**config.mk**
```make
export PLATFORM = sky130hd
export DESIGN_NAME = lidar_sector_velocity_guard
export DESIGN_NICKNAME = d
export VERILOG_FILES = /design/src/rtl/lsvg_pkg.sv /design/src/rtl/lsvg_rules.sv /design/src/rtl/lidar_sector_velocity_guard.sv
export SDC_FILE = /design/constraint.sdc
export NUM_CORES = 1
export LEC_CHECK = 0
export BUFFER_PORTS_ARGS = -buffer_cell sky130_fd_sc_hd__buf_2
export CELL_PAD_IN_SITES_DETAIL_PLACEMENT = 0
export CELL_PAD_IN_SITES_GLOBAL_PLACEMENT = 1
export CORE_MARGIN = 2
export CORE_UTILIZATION = 23
export DETAILED_ROUTE_END_ITERATION = 10
export PLACE_DENSITY = 0.44
export SLEW_MARGIN = 20
export SYNTH_ARGS = -nofsm -noshare
export SYNTH_HDL_FRONTEND = slang
export SYNTH_SLANG_ARGS = --single-unit
export TNS_END_PERCENT = 50
```
**constraint.sdc**
```tcl
create_clock -name clk_i -period 4.95 [get_ports clk_i]
set_input_delay 0.99 -clock clk_i [delete_from_list [all_inputs] [get_ports clk_i]]
set_output_delay 0.99 -clock clk_i [all_outputs]
set_load 0.01 [all_outputs]
```
**src/rtl/lsvg_pkg.sv**
```systemverilog
// shared types, codes and constants of the lidar sector velocity guard
package lsvg_pkg;

  // sector geometry
  localparam int SECTOR_COUNT       = 5;
  localparam int MAX_SECTOR_LEN_DEF = 1024;
  localparam int SEC_NUM_W          = 3;

  // field widths
  localparam int VEL_W   = 16;
  localparam int RANGE_W = 16;
  localparam int SLEN_W  = 11;
  localparam int CFG_IDX_W  = 2;
  localparam int CFG_DATA_W = 16;

  // register reset values
  localparam logic [RANGE_W-1:0] RANGE_MAX       = 16'hFFFF;
  localparam logic [RANGE_W-1:0] THRESHOLD_RESET = 16'd1000;
  localparam logic [SLEN_W-1:0]  SECTOR_LEN_RESET = 11'd144;

  // sector positions in the scan
  localparam logic [SEC_NUM_W-1:0] SEC_RIGHT       = 3'd0;
  localparam logic [SEC_NUM_W-1:0] SEC_FRONT_RIGHT = 3'd1;
  localparam logic [SEC_NUM_W-1:0] SEC_FRONT       = 3'd2;
  localparam logic [SEC_NUM_W-1:0] SEC_FRONT_LEFT  = 3'd3;
  localparam logic [SEC_NUM_W-1:0] SEC_LEFT        = 3'd4;

  // configuration register indexes
  localparam logic [CFG_IDX_W-1:0] CFG_DRIVE_MODE    = 2'd0;
  localparam logic [CFG_IDX_W-1:0] CFG_THRESHOLD_MM  = 2'd1;
  localparam logic [CFG_IDX_W-1:0] CFG_SECTOR_LENGTH = 2'd2;

  // word kinds
  localparam logic FUNC_CMD    = 1'b0;
  localparam logic FUNC_SAMPLE = 1'b1;

  // drive modes, the unused code acts as off
  typedef enum logic [1:0] {
    MODE_OFF     = 2'd0,
    MODE_MANUAL  = 2'd1,
    MODE_GUARDED = 2'd2
  } mode_e;

  // per-sector blocking flags
  typedef struct packed {
    logic left;
    logic fwd_left;
    logic front;
    logic fwd_right;
    logic right;
  } blocked_t;

endpackage

```
**src/rtl/lsvg_rules.sv**
```systemverilog
// ordered blocking rules applied to the stored velocity at end of scan
module lsvg_rules (
  input  lsvg_pkg::blocked_t                   blk_i,
  input  logic signed [lsvg_pkg::VEL_W-1:0]    lin_i,
  input  logic signed [lsvg_pkg::VEL_W-1:0]    ang_i,
  output logic signed [lsvg_pkg::VEL_W-1:0]    lin_o,
  output logic signed [lsvg_pkg::VEL_W-1:0]    ang_o
);

  logic signed [lsvg_pkg::VEL_W-1:0] lin;
  logic signed [lsvg_pkg::VEL_W-1:0] ang;

  // rules act in order, each on the result of the one before
  always_comb begin
    lin = lin_i;
    ang = ang_i;
    // front
    if (blk_i.front && lin > 0 && ang == 0) begin
      lin = '0;
    end
    // front-left
    if (blk_i.fwd_left && lin > 0 && ang > 0) begin
      lin = '0;
      ang = '0;
    end
    // front-right
    if (blk_i.fwd_right && lin > 0 && ang < 0) begin
      lin = '0;
      ang = '0;
    end
    // left turn on the spot
    if (blk_i.left && lin == 0 && ang > 0) begin
      ang = '0;
    end
    // right turn on the spot
    if (blk_i.right && lin == 0 && ang < 0) begin
      ang = '0;
    end
    lin_o = lin;
    ang_o = ang;
  end

endmodule

```
**src/rtl/lidar_sector_velocity_guard.sv**
```systemverilog
// top level of the lidar sector velocity guard
// a result word is registered in the input register when its input word is accepted,
//   then in the output register when it commits, which waits while a held result is not taken
// throughput: one word per cycle while no held result stalls it, set by the combinational sector compare and rule chain
// reset: modes off, threshold 1000 mm, sector length 144, velocity zero,
//   all sector minima 65535 and scan position zero; no clearing pass
module lidar_sector_velocity_guard #(
  parameter int MAX_SECTOR_LEN = lsvg_pkg::MAX_SECTOR_LEN_DEF
) (
  input  logic                                    clk_i,
  input  logic                                    rst_ni,
  // configuration write channel
  input  logic                                    cfg_valid_i,
  output logic                                    cfg_ready_o,
  input  logic [lsvg_pkg::CFG_IDX_W-1:0]          cfg_index_i,
  input  logic [lsvg_pkg::CFG_DATA_W-1:0]         cfg_data_i,
  // input channel
  input  logic                                    in_valid_i,
  output logic                                    in_ready_o,
  input  logic                                    func_i,
  input  logic signed [lsvg_pkg::VEL_W-1:0]       linear_cmd_i,
  input  logic signed [lsvg_pkg::VEL_W-1:0]       angular_cmd_i,
  input  logic [lsvg_pkg::RANGE_W-1:0]            range_mm_i,
  input  logic                                    last_sample_i,
  // result channel
  output logic                                    out_valid_o,
  input  logic                                    out_ready_i,
  output logic signed [lsvg_pkg::VEL_W-1:0]       linear_out_o,
  output logic signed [lsvg_pkg::VEL_W-1:0]       angular_out_o
);

  localparam int PW = (MAX_SECTOR_LEN > 1) ? $clog2(MAX_SECTOR_LEN) : 1;
  localparam int LW = $clog2(MAX_SECTOR_LEN + 1);
  localparam int CW = (LW > lsvg_pkg::SLEN_W) ? LW : lsvg_pkg::SLEN_W;
  localparam int NS = lsvg_pkg::SECTOR_COUNT;

  // configuration registers
  logic [1:0]                       drive_mode_q;
  logic [lsvg_pkg::RANGE_W-1:0]     threshold_q;
  logic [lsvg_pkg::SLEN_W-1:0]      sector_len_q;

  // input register
  logic                             s1_valid_q;
  logic                             s1_func_q;
  logic signed [lsvg_pkg::VEL_W-1:0] s1_lin_q;
  logic signed [lsvg_pkg::VEL_W-1:0] s1_ang_q;
  logic [lsvg_pkg::RANGE_W-1:0]     s1_range_q;
  logic                             s1_last_q;

  // block state
  logic signed [lsvg_pkg::VEL_W-1:0] lin_q, lin_d;
  logic signed [lsvg_pkg::VEL_W-1:0] ang_q, ang_d;
  logic [lsvg_pkg::RANGE_W-1:0]     sec_min_q [NS];
  logic [lsvg_pkg::RANGE_W-1:0]     sec_min_d [NS];
  logic [lsvg_pkg::SEC_NUM_W-1:0]   sec_num_q, sec_num_d;
  logic [PW-1:0]                    pos_q, pos_d;

  // output register
  logic                             out_valid_q;
  logic signed [lsvg_pkg::VEL_W-1:0] out_lin_q, out_lin_d;
  logic signed [lsvg_pkg::VEL_W-1:0] out_ang_q, out_ang_d;

  logic                             guarded;
  logic                             manual;
  logic                             produces_res;
  logic                             advance;
  logic                             commit_res;
  logic                             take;
  logic [CW-1:0]                    len_ext;
  logic [CW-1:0]                    max_ext;
  logic [CW-1:0]                    len_eff;
  logic [PW:0]                      pos_inc;
  logic                             wrap;
  logic [lsvg_pkg::RANGE_W-1:0]     min_upd [NS];
  lsvg_pkg::blocked_t               blk;
  logic signed [lsvg_pkg::VEL_W-1:0] rule_lin;
  logic signed [lsvg_pkg::VEL_W-1:0] rule_ang;

  assign cfg_ready_o = 1'b1;

  // configuration writes, unknown indexes are dropped
  always_ff @(posedge clk_i or negedge rst_ni) begin
    if (!rst_ni) begin
      drive_mode_q <= lsvg_pkg::MODE_OFF;
      threshold_q  <= lsvg_pkg::THRESHOLD_RESET;
      sector_len_q <= lsvg_pkg::SECTOR_LEN_RESET;
    end else if (cfg_valid_i) begin
      unique case (cfg_index_i)
        lsvg_pkg::CFG_DRIVE_MODE:    drive_mode_q <= cfg_data_i[1:0];
        lsvg_pkg::CFG_THRESHOLD_MM:  threshold_q  <= cfg_data_i;
        lsvg_pkg::CFG_SECTOR_LENGTH: sector_len_q <= cfg_data_i[lsvg_pkg::SLEN_W-1:0];
        default: ;
      endcase
    end
  end

  // handshake control
  assign guarded = (drive_mode_q == lsvg_pkg::MODE_GUARDED);
  assign manual  = (drive_mode_q == lsvg_pkg::MODE_MANUAL);
  assign produces_res = (s1_func_q == lsvg_pkg::FUNC_CMD) ? manual : (guarded && s1_last_q);
  assign advance    = s1_valid_q && (!produces_res || !out_valid_q || out_ready_i);
  assign commit_res = advance && produces_res;
  assign in_ready_o = !s1_valid_q || advance;

  // input register
  always_ff @(posedge clk_i or negedge rst_ni) begin
    if (!rst_ni) begin
      s1_valid_q <= 1'b0;
    end else if (in_ready_o) begin
      s1_valid_q <= in_valid_i;
    end
  end

  always_ff @(posedge clk_i) begin
    if (in_ready_o && in_valid_i) begin
      s1_func_q  <= func_i;
      s1_lin_q   <= linear_cmd_i;
      s1_ang_q   <= angular_cmd_i;
      s1_range_q <= range_mm_i;
      s1_last_q  <= last_sample_i;
    end
  end

  // effective sector length, clamped to the maximum
  assign len_ext = CW'(sector_len_q);
  assign max_ext = CW'(MAX_SECTOR_LEN);
  assign len_eff = (len_ext > max_ext) ? max_ext : len_ext;

  // sample lands in a sector only while sectors remain
  assign take = advance && (s1_func_q == lsvg_pkg::FUNC_SAMPLE) && guarded &&
                (len_eff != '0) && (sec_num_q < lsvg_pkg::SEC_NUM_W'(NS));
  assign pos_inc = {1'b0, pos_q} + (PW+1)'(1);
  assign wrap    = ((CW+1)'(pos_inc) >= {1'b0, len_eff});

  // running minimum of the current sector
  always_comb begin
    for (int i = 0; i < NS; i++) begin
      if (take && (sec_num_q == lsvg_pkg::SEC_NUM_W'(i)) && (s1_range_q < sec_min_q[i])) begin
        min_upd[i] = s1_range_q;
      end else begin
        min_upd[i] = sec_min_q[i];
      end
    end
  end

  // blocking flags from the minima including this sample
  assign blk.right     = min_upd[lsvg_pkg::SEC_RIGHT]       < threshold_q;
  assign blk.fwd_right = min_upd[lsvg_pkg::SEC_FRONT_RIGHT] < threshold_q;
  assign blk.front     = min_upd[lsvg_pkg::SEC_FRONT]       < threshold_q;
  assign blk.fwd_left  = min_upd[lsvg_pkg::SEC_FRONT_LEFT]  < threshold_q;
  assign blk.left      = min_upd[lsvg_pkg::SEC_LEFT]        < threshold_q;

  lsvg_rules u_rules (
    .blk_i (blk),
    .lin_i (lin_q),
    .ang_i (ang_q),
    .lin_o (rule_lin),
    .ang_o (rule_ang)
  );

  // next state of velocity, scan tracking and result
  always_comb begin
    lin_d     = lin_q;
    ang_d     = ang_q;
    sec_min_d = min_upd;
    sec_num_d = sec_num_q;
    pos_d     = pos_q;
    out_lin_d = out_lin_q;
    out_ang_d = out_ang_q;
    if (take) begin
      if (wrap) begin
        pos_d     = '0;
        sec_num_d = sec_num_q + lsvg_pkg::SEC_NUM_W'(1);
      end else begin
        pos_d = pos_inc[PW-1:0];
      end
    end
    if (advance) begin
      if (s1_func_q == lsvg_pkg::FUNC_CMD) begin
        if (manual) begin
          out_lin_d = s1_lin_q;
          out_ang_d = s1_ang_q;
        end else if (guarded) begin
          lin_d = s1_lin_q;
          ang_d = s1_ang_q;
        end
      end else if (s1_last_q) begin
        if (guarded) begin
          lin_d     = rule_lin;
          ang_d     = rule_ang;
          out_lin_d = rule_lin;
          out_ang_d = rule_ang;
        end
        // end of scan clears tracking in every mode
        for (int i = 0; i < NS; i++) begin
          sec_min_d[i] = lsvg_pkg::RANGE_MAX;
        end
        sec_num_d = '0;
        pos_d     = '0;
      end
    end
  end

  // state registers
  always_ff @(posedge clk_i or negedge rst_ni) begin
    if (!rst_ni) begin
      lin_q     <= '0;
      ang_q     <= '0;
      sec_num_q <= '0;
      pos_q     <= '0;
      for (int i = 0; i < NS; i++) begin
        sec_min_q[i] <= lsvg_pkg::RANGE_MAX;
      end
    end else begin
      lin_q     <= lin_d;
      ang_q     <= ang_d;
      sec_num_q <= sec_num_d;
      pos_q     <= pos_d;
      sec_min_q <= sec_min_d;
    end
  end

  // output register
  always_ff @(posedge clk_i or negedge rst_ni) begin
    if (!rst_ni) begin
      out_valid_q <= 1'b0;
    end else if (commit_res) begin
      out_valid_q <= 1'b1;
    end else if (out_ready_i) begin
      out_valid_q <= 1'b0;
    end
  end

  always_ff @(posedge clk_i) begin
    if (commit_res) begin
      out_lin_q <= out_lin_d;
      out_ang_q <= out_ang_d;
    end
  end

  assign out_valid_o   = out_valid_q;
  assign linear_out_o  = out_lin_q;
  assign angular_out_o = out_ang_q;

  // sector counter never passes the sector count
  a_sec_num_range: assert property (@(posedge clk_i) disable iff (!rst_ni)
    sec_num_q <= lsvg_pkg::SEC_NUM_W'(NS))
    else $error("sector number out of range");

  // position within a sector stays below the maximum length
  a_pos_range: assert property (@(posedge clk_i) disable iff (!rst_ni)
    (PW+1)'(pos_q) < (PW+1)'(MAX_SECTOR_LEN))
    else $error("sector position out of range");

  // end of scan leaves tracking cleared
  a_scan_clear: assert property (@(posedge clk_i) disable iff (!rst_ni)
    (advance && s1_func_q == lsvg_pkg::FUNC_SAMPLE && s1_last_q) |=>
      (sec_num_q == '0 && pos_q == '0 &&
       sec_min_q[lsvg_pkg::SEC_FRONT] == lsvg_pkg::RANGE_MAX))
    else $error("scan tracking not cleared");

  // a new result only follows a committing word
  a_out_source: assert property (@(posedge clk_i) disable iff (!rst_ni)
    $rose(out_valid_q) |-> $past(commit_res))
    else $error("result without a committing word");

  // input side stalls only behind a held word
  a_stall_cause: assert property (@(posedge clk_i) disable iff (!rst_ni)
    !in_ready_o |-> (s1_valid_q && out_valid_q && !out_ready_i))
    else $error("input stalled without cause");

endmodule
```
==> run metrics, run 1 <==
clk root buf=clkbuf_16; Post-DP HPWL=33800 um; max_cap viols=0; critical path peak fanout=15; gr ovfl total=0; Slew headroom=0.343; drc violations=0; Final Max Tran Viols=0; die area=63000 um2; largest area contributor in the synthesized netlist=edfxtp_1; most common cell after layout, fill and taps aside=ha_1; post-layout util=0.295; count of final hold-check violations=0; Critical Path End Type=flip-flop; commonest cells after routing, fill and taps aside=167 x ha_1, 144 x nand2_1, 131 x inv_1, 106 x buf_2, 106 x buf_4; CTS tree=yes; Worst R2R Setup Slack=about 0.21 ns; first drt pass iteration count=5; global-route wire length before repair=around 69000 um; Die W=251 um; Max rail drop VDD=0.277 mV; Hold Path Class=primary input to async pin; Rows=90; share of layout cells above drive strength 1=0.291; Final period util=0.957; antenna violations before repair=1; GPL Wtd Cong=0.763; Synth async-reset ratio=0.655; top achievable clock speed=roughly 210 MHz; Post-Route Skew=0.0170 ns; startpoint types=flip-flop; largest net degree at the start of global routing=approximately 80; Synth Register Bits=between 200 and 250; post-synth top area share=0.175; Mapped Area=14000 um2; Reg clk slew, reported paths=approximately 0.060 ns; Metal-1 WL=21100 um; R2R depth=19; # port buffers=106; top sig layer=met4; Leakage=8.01 nW; Syn Inst Count=roughly 1400; overall die height=251 um; status=finished, final reports clean; Layout Nets=~1800; Initial Util=0.233; post-route worst setup slack=approximately 0.21 ns; synth top area cells=edfxtp_1 18%, dfstp_2 16%, ha_1 15%; slew at the pin with the worst max-slew slack=0.983 ns; Required @ worst endpoint=around 5.3 ns; all-layer global routing usage=0.144; Sinks on Clock Net=238; Final min period=4.74 ns; Avg Inst Size Synth=10.2 um2; Routed WL per cell=between 15 and 20 um; P&R area growth vs syn=26.8%; WL met2=22400 um; I/O pin count=around 110; post-route ant nets=0; ys flop type=dfstp_2; Vias=10600; Post-synth EDFFs=82; PD cells=392 nW/um2; CTS Buf Count=31; clk_lat worst skew=0.59 ns; Core ar.=between 60000 and 70000 um2; sequential area share after synthesis=0.461; critical path type=flip-flop to flip-flop; depth of the CTS H-tree=1; yosys warns=0; Post-Route WL=roughly 45000 um; Vias/cell=about 4.4; r2r startpoint=s1_range_q[13]$_DFFE_PP_; end of the worst register-to-register path=linear_out_o[12]$_DFFE_PP_; post-synthesis cell type count=67; initial DRC count=544; total nets after synthesis=1610; maximum clock path buffer count=3; CTS Hold Bufs=0; met3 wire length=1150 um; number of global-route vias before repair=11000; Worst EP arrival=5.08 ns; worst slack, placed=-0.242 ns; # setup viols final=0
## critical path: stages (launching register included)
cell and delay [ns]:
edfxtp_1 0.57, buf_4 0.25, ha_1 0.31, a21o_1 0.16, a21o_1 0.18, a221oi_1 0.30
o2111a_2 0.35, nand2_1 0.06, o21ai_0 0.14, ha_1 0.32, a21o_1 0.18, a21o_1 0.17
a21o_1 0.18, a21o_1 0.18, a211oi_2 0.24, o21a_1 0.21, a311oi_4 0.14, and2_1 0.20
buf_12 0.15, a21o_1 0.18
## per-stage QoR
step | setup TNS, ns | hold slack, ns | instances | instance area (um2) | power [mW]
global placement | -7.23 | 0.497 | 2321 | 16300 | 4.43
CTS | 0 | 0.483 | 2381 | 17400 | 7.01
finish | 0 | 0.467 | 2399 | 17800 | 6.98
global route | -0.196 | 0.517 | 2398 | 17800 | 7.45
detailed placement | -10.47 | 0.500 | 2321 | 16300 | 4.46
floorplan | 0 | 0.479 | 1370 | 14000 | 3.74
## routing by layer
layer	up-vias	track usage
li1	5303	-
met1	5087	0.191
met2	141	0.250
met3	49	0.0168
met4	0	0.0316
met5	-	0
## layout make-up
type / count / area [um2]
clock buffers: 44 / 917
multi-input cells: 957 / 7070
well taps: 782 / 978
inverters: 132 / 495
repair buffers: 231 / 1650
fillers: 6317 / 42600
flip-flops and latches: 238 / 6480
diodes: 1 / 2.50
clock inverters: 14 / 201
## synthesized netlist by cell type, drive strengths merged (2+ instances only)
master,n
a211o,5
nor2b,30
o211ai,22
nand2b,86
or2,3
a211oi,16
a21oi,60
a2111oi,4
a31oi,4
xnor2,9
nor3b,2
and3,8
o21ai,122
o221a,2
a21o,37
o21a,11
and4b,2
nor3,29
dfrtp,68
and2,5
nand4,21
o311ai,2
nand3b,3
xor2,8
o2111ai,3
nor2,37
mux2,46
dfstp,88
buf,8
nand3,26
nand2,145
edfxtp,82
and4,5
mux2i,5
clkbuf,36
or3,2
nor4,11
nand4b,2
o31ai,2
inv,131
ha,167
## timing repair
item | CTS | global route
endpoints found under the setup margin | 34 | 62
cloned | 0 | 4
buffers inserted | 2 | 12
gates resized for setup | 3 | 51
pin swaps | 0 | 23
## worst max path at each step
stage | to | from | slack [ns] | cells past startpoint
floorplan | linear_out_o[10]$_DFFE_PP_ | out_ready_i | 0.04 | 20
global placement | angular_out_o[2]$_DFFE_PP_ | out_ready_i | -0.25 | 19
detailed placement | angular_out_o[4]$_DFFE_PP_ | out_ready_i | -0.24 | 20
CTS | angular_out_o[2]$_DFFE_PP_ | s1_range_q[2]$_DFFE_PP_ | 0.03 | 22
global route | angular_out_o[5]$_DFFE_PP_ | sec_min_q[27]$_DFF_PN1_ | -0.03 | 24
finish | linear_out_o[12]$_DFFE_PP_ | s1_range_q[13]$_DFFE_PP_ | 0.21 | 19
## power by group
group	switching [mW]	internal, mW	leakage, nW	total (mW)
clock network	0.933	1.54	0.551	2.48
logic	1.02	0.838	4.94	1.86
registers	0.225	2.42	2.52	2.64
total	2.18	4.80	8.01	6.98
## kinds of logic (layout without fill, tap and decap cells)
kind of cell / Yosys count / after routing / synth area share
other: 1 / 2 / 0.000267
XOR/XNOR: 17 / 17 / 0.0106
multiplexers: 51 / 51 / 0.0405
adder cells (fa/ha/maj): 167 / 167 / 0.149
AO/OA/AOI/OAI: 300 / 300 / 0.136
buffers and inverters: 176 / 421 / 0.0494
AND/OR/NAND/NOR: 420 / 421 / 0.153
flip-flops: 238 / 238 / 0.461
## state kept, by name (all words and copies together), names as in the netlist
name	flops
sec_min_q	80
threshold_q	16
ang_q	16
out_valid_o	1
s1_range_q	16
s1_last_q	1
pos_q	10
angular_out_o	16
sec_num_q	3
s1_ang_q	16
s1_valid_q	1
linear_out_o	16
len_ext	11
s1_lin_q	16
lin_q	16
s1_func_q	1
drive_mode_q	2
No activity file was read; power rests on OpenSTA's default activity.
==> inputs of run 2 (changes only) <==
--- a/config.mk
+++ b/config.mk
@@ -11,7 +11,7 @@
 export CORE_MARGIN = 2
 export CORE_UTILIZATION = 23
 export DETAILED_ROUTE_END_ITERATION = 10
-export PLACE_DENSITY = 0.44
+export PLACE_DENSITY_LB_ADDON = 0.1
 export SLEW_MARGIN = 20
 export SYNTH_ARGS = -nofsm -noshare
 export SYNTH_HDL_FRONTEND = slang
==> run 2 against run 1 <==
Core utilization is essentially flat. Sequential power about the same. Global-route usage is 0.38 points higher. Worst hold slack gained 0.0084 ns. Sequential cell count did not move. Largest power group unchanged.
==> run metrics, run 2 (same netlist as run 1, synthesis figures left out) <==
status=finished, final reports clean (unchanged); Vias=10500 (was 10600); GPL Wtd Cong=0.762 (was 0.763); gr ovfl total=0 (unchanged); most common cell after layout, fill and taps aside=ha_1 (unchanged); P&R area growth vs syn=26.9% (was 26.8%); largest reg by FF count=sec_min_q (unchanged); PD cells=392 nW/um2 (about the same); Critical Path End Type=flip-flop (unchanged); clk_lat worst skew=0.60 ns (was 0.59 ns); fillcell total=6328 (was 6317); share of layout cells above drive strength 1=0.297 (was 0.291); R2R depth=21 (was 19); Crit-path slowest cell=edfxtp_1 (unchanged); Final Max Tran Viols=0 (unchanged); die area=63000 um2 (unchanged); commonest cells after routing, fill and taps aside=163 x ha_1, 143 x nand2_1, 131 x inv_1, 105 x buf_2, 98 x buf_4 (was 167 x ha_1, 144 x nand2_1, 131 x inv_1, 106 x buf_2, 106 x buf_4); Post-Route Skew=0.0278 ns (was 0.0170 ns); Reg clk slew, reported paths=0.06 ns (about the same); area taken by flip-flops and latches=6480 um2 (unchanged); all-layer global routing usage=0.148 (was 0.144); cell breakdown of the critical path=buf_4 -> buf_4 -> ha_1 -> a21oi_1 -> o21ai_2 -> a221oi_2 -> o2111a_2 -> buf_12 -> nand2_1 -> o21ai_2 -> ha_1 -> a21o_1 -> a21o_1 -> a21o_1 -> a21o_1 -> a211oi_2 -> o21a_1 -> a311oi_4 -> and2_4 -> buf_12 -> a21o_1 (was buf_4 -> ha_1 -> a21o_1 -> a21o_1 -> a221oi_1 -> o2111a_2 -> nand2_1 -> o21ai_0 -> ha_1 -> a21o_1 -> a21o_1 -> a21o_1 -> a21o_1 -> a211oi_2 -> o21a_1 -> a311oi_4 -> and2_1 -> buf_12 -> a21o_1); Rows=90 (unchanged); Slowest Stage Delay on Critical Path=0.49 ns (was 0.57 ns); Final period util=0.954 (was 0.957); Placed Cells=2320 (was 2321); Post-Route WL=46900 um (was 45400 um); maximum clock path buffer count=3 (unchanged); Core ar.=60400 um2 (unchanged); antenna violations before repair=1 (unchanged); Max rail drop VDD=0.207 mV (was 0.277 mV); Worst R2R Setup Slack=0.23 ns (was 0.21 ns); Slew headroom=0.372 (was 0.343); RSZ-0062 raised after global routing=yes; startpoint types=flip-flop (unchanged); number of global-route vias before repair=10900 (was 11000); Worst EP arrival=5.07 ns (was 5.08 ns); Routed WL per cell=19.6 um (was 18.9 um); critical path type=flip-flop to flip-flop (unchanged); initial DRC count=480 (was 544); I/O pin count=108 (unchanged); Sinks on Clock Net=238 (unchanged); depth of the CTS H-tree=1 (unchanged); Layout Nets=1823 (was 1831); CTS Hold Bufs=0 (unchanged); drc violations=0 (unchanged); overall die height=251 um (unchanged); Non-Filler Instances=2390 (was 2399); first drt pass iteration count=7 (was 5); Final min period=4.72 ns (was 4.74 ns); number of diodes=0 (was 1); multi-input logic area=7150 um2 (was 7070 um2); count of final hold-check violations=0 (unchanged); slew at the pin with the worst max-slew slack=0.941 ns (was 0.983 ns); Hold Path Class=primary input to async pin (unchanged); Vias/cell=4.40 (was 4.41); global-route wire length before repair=70100 um (was 69200 um); largest net degree at the start of global routing=83 (was 82); number of flip-flops under the largest register name=80 (unchanged); CTS tree=yes (unchanged); post-route ant nets=0 (unchanged); critical path peak fanout=15 (unchanged); max_cap viols=0 (unchanged); cell repeated most along the worst path=a21o_1 (unchanged); Post-DP HPWL=34400 um (was 33800 um); Required @ worst endpoint=5.29 ns (about the same); top achievable clock speed=212 MHz (was 211 MHz); clk root buf=clkbuf_16 (unchanged); Leakage=7.98 nW (was 8.01 nW); # setup viols final=0 (unchanged); CTS Buf Count=31 (unchanged); # port buffers=106 (unchanged); Initial Util=0.233 (unchanged); Setup TNS=0 ns (unchanged); post-layout util=0.295 (about the same); Die W=251 um (unchanged)
## run 2: critical path, delay by kind of cell, from the launching register on
family,cells,cell delay [ns]
compound gates,13,2.44
fa+ha+maj,2,0.59
buf+inv,4,0.66
flops,1,0.49
simple gates,2,0.28
## run 2: final cells by class
class                      instances  share of cell area
timing repair buffer             224              0.0915
clock buffer                      42              0.0492
inverter                         132              0.0278
multi-input combinational        956               0.401
clock inverter                    16              0.0121
sequential                       238               0.363
tap                              782              0.0549
## run 2: stage by stage
stage,setup WS [ns],power (mW),instance area [um2],hold slack [ns]
floorplan,0.0417,3.74,14000,0.479
global placement,-0.413,4.45,16300,0.493
detailed placement,-0.432,4.47,16300,0.496
CTS,0.0132,7.01,17400,0.489
global route,-0.0380,7.47,17800,0.513
finish,0.226,6.99,17800,0.475
## run 2: path summary, 6_finish.rpt
kind / end / startpoint
max in group asynchronous: lin_q[14]$_DFFE_PN0P_ / rst_ni
setup / recovery: linear_out_o[0]$_DFFE_PP_ / s1_range_q[11]$_DFFE_PP_
hold reg to reg: threshold_q[12]$_DFFE_PN0P_ / threshold_q[12]$_DFFE_PN0P_
hold / removal: threshold_q[4]$_DFFE_PN0P_ / rst_ni
setup reg to reg: linear_out_o[0]$_DFFE_PP_ / s1_range_q[11]$_DFFE_PP_
min in group clk_i: threshold_q[12]$_DFFE_PN0P_ / threshold_q[12]$_DFFE_PN0P_
## run 2: power by group
part | internal, mW | switching [mW] | total, mW
logic | 0.842 | 1.05 | 1.89
clock network | 1.49 | 0.958 | 2.45
registers | 2.42 | 0.224 | 2.64
total | 4.75 | 2.23 | 6.99
## run 2: what timing repair did
item,4_1_cts,5_1_grt
pin swaps,0,29
gates resized for setup,10,72
gates cloned,0,2
setup endpoints to repair,60,62
setup buffers,0,9
## run 2: metal layers
layer | up-vias | part of all wire | wire [um] | track usage
li1 | 5271 | - | - | -
met1 | 5085 | 0.47 | 22100 | 0.198
met2 | 127 | 0.49 | 22800 | 0.255
met3 | 39 | 0.029 | 1360 | 0.0189
met4 | 0 | 0.014 | 671 | 0.0289
met5 | - | 0 | 0 | 0
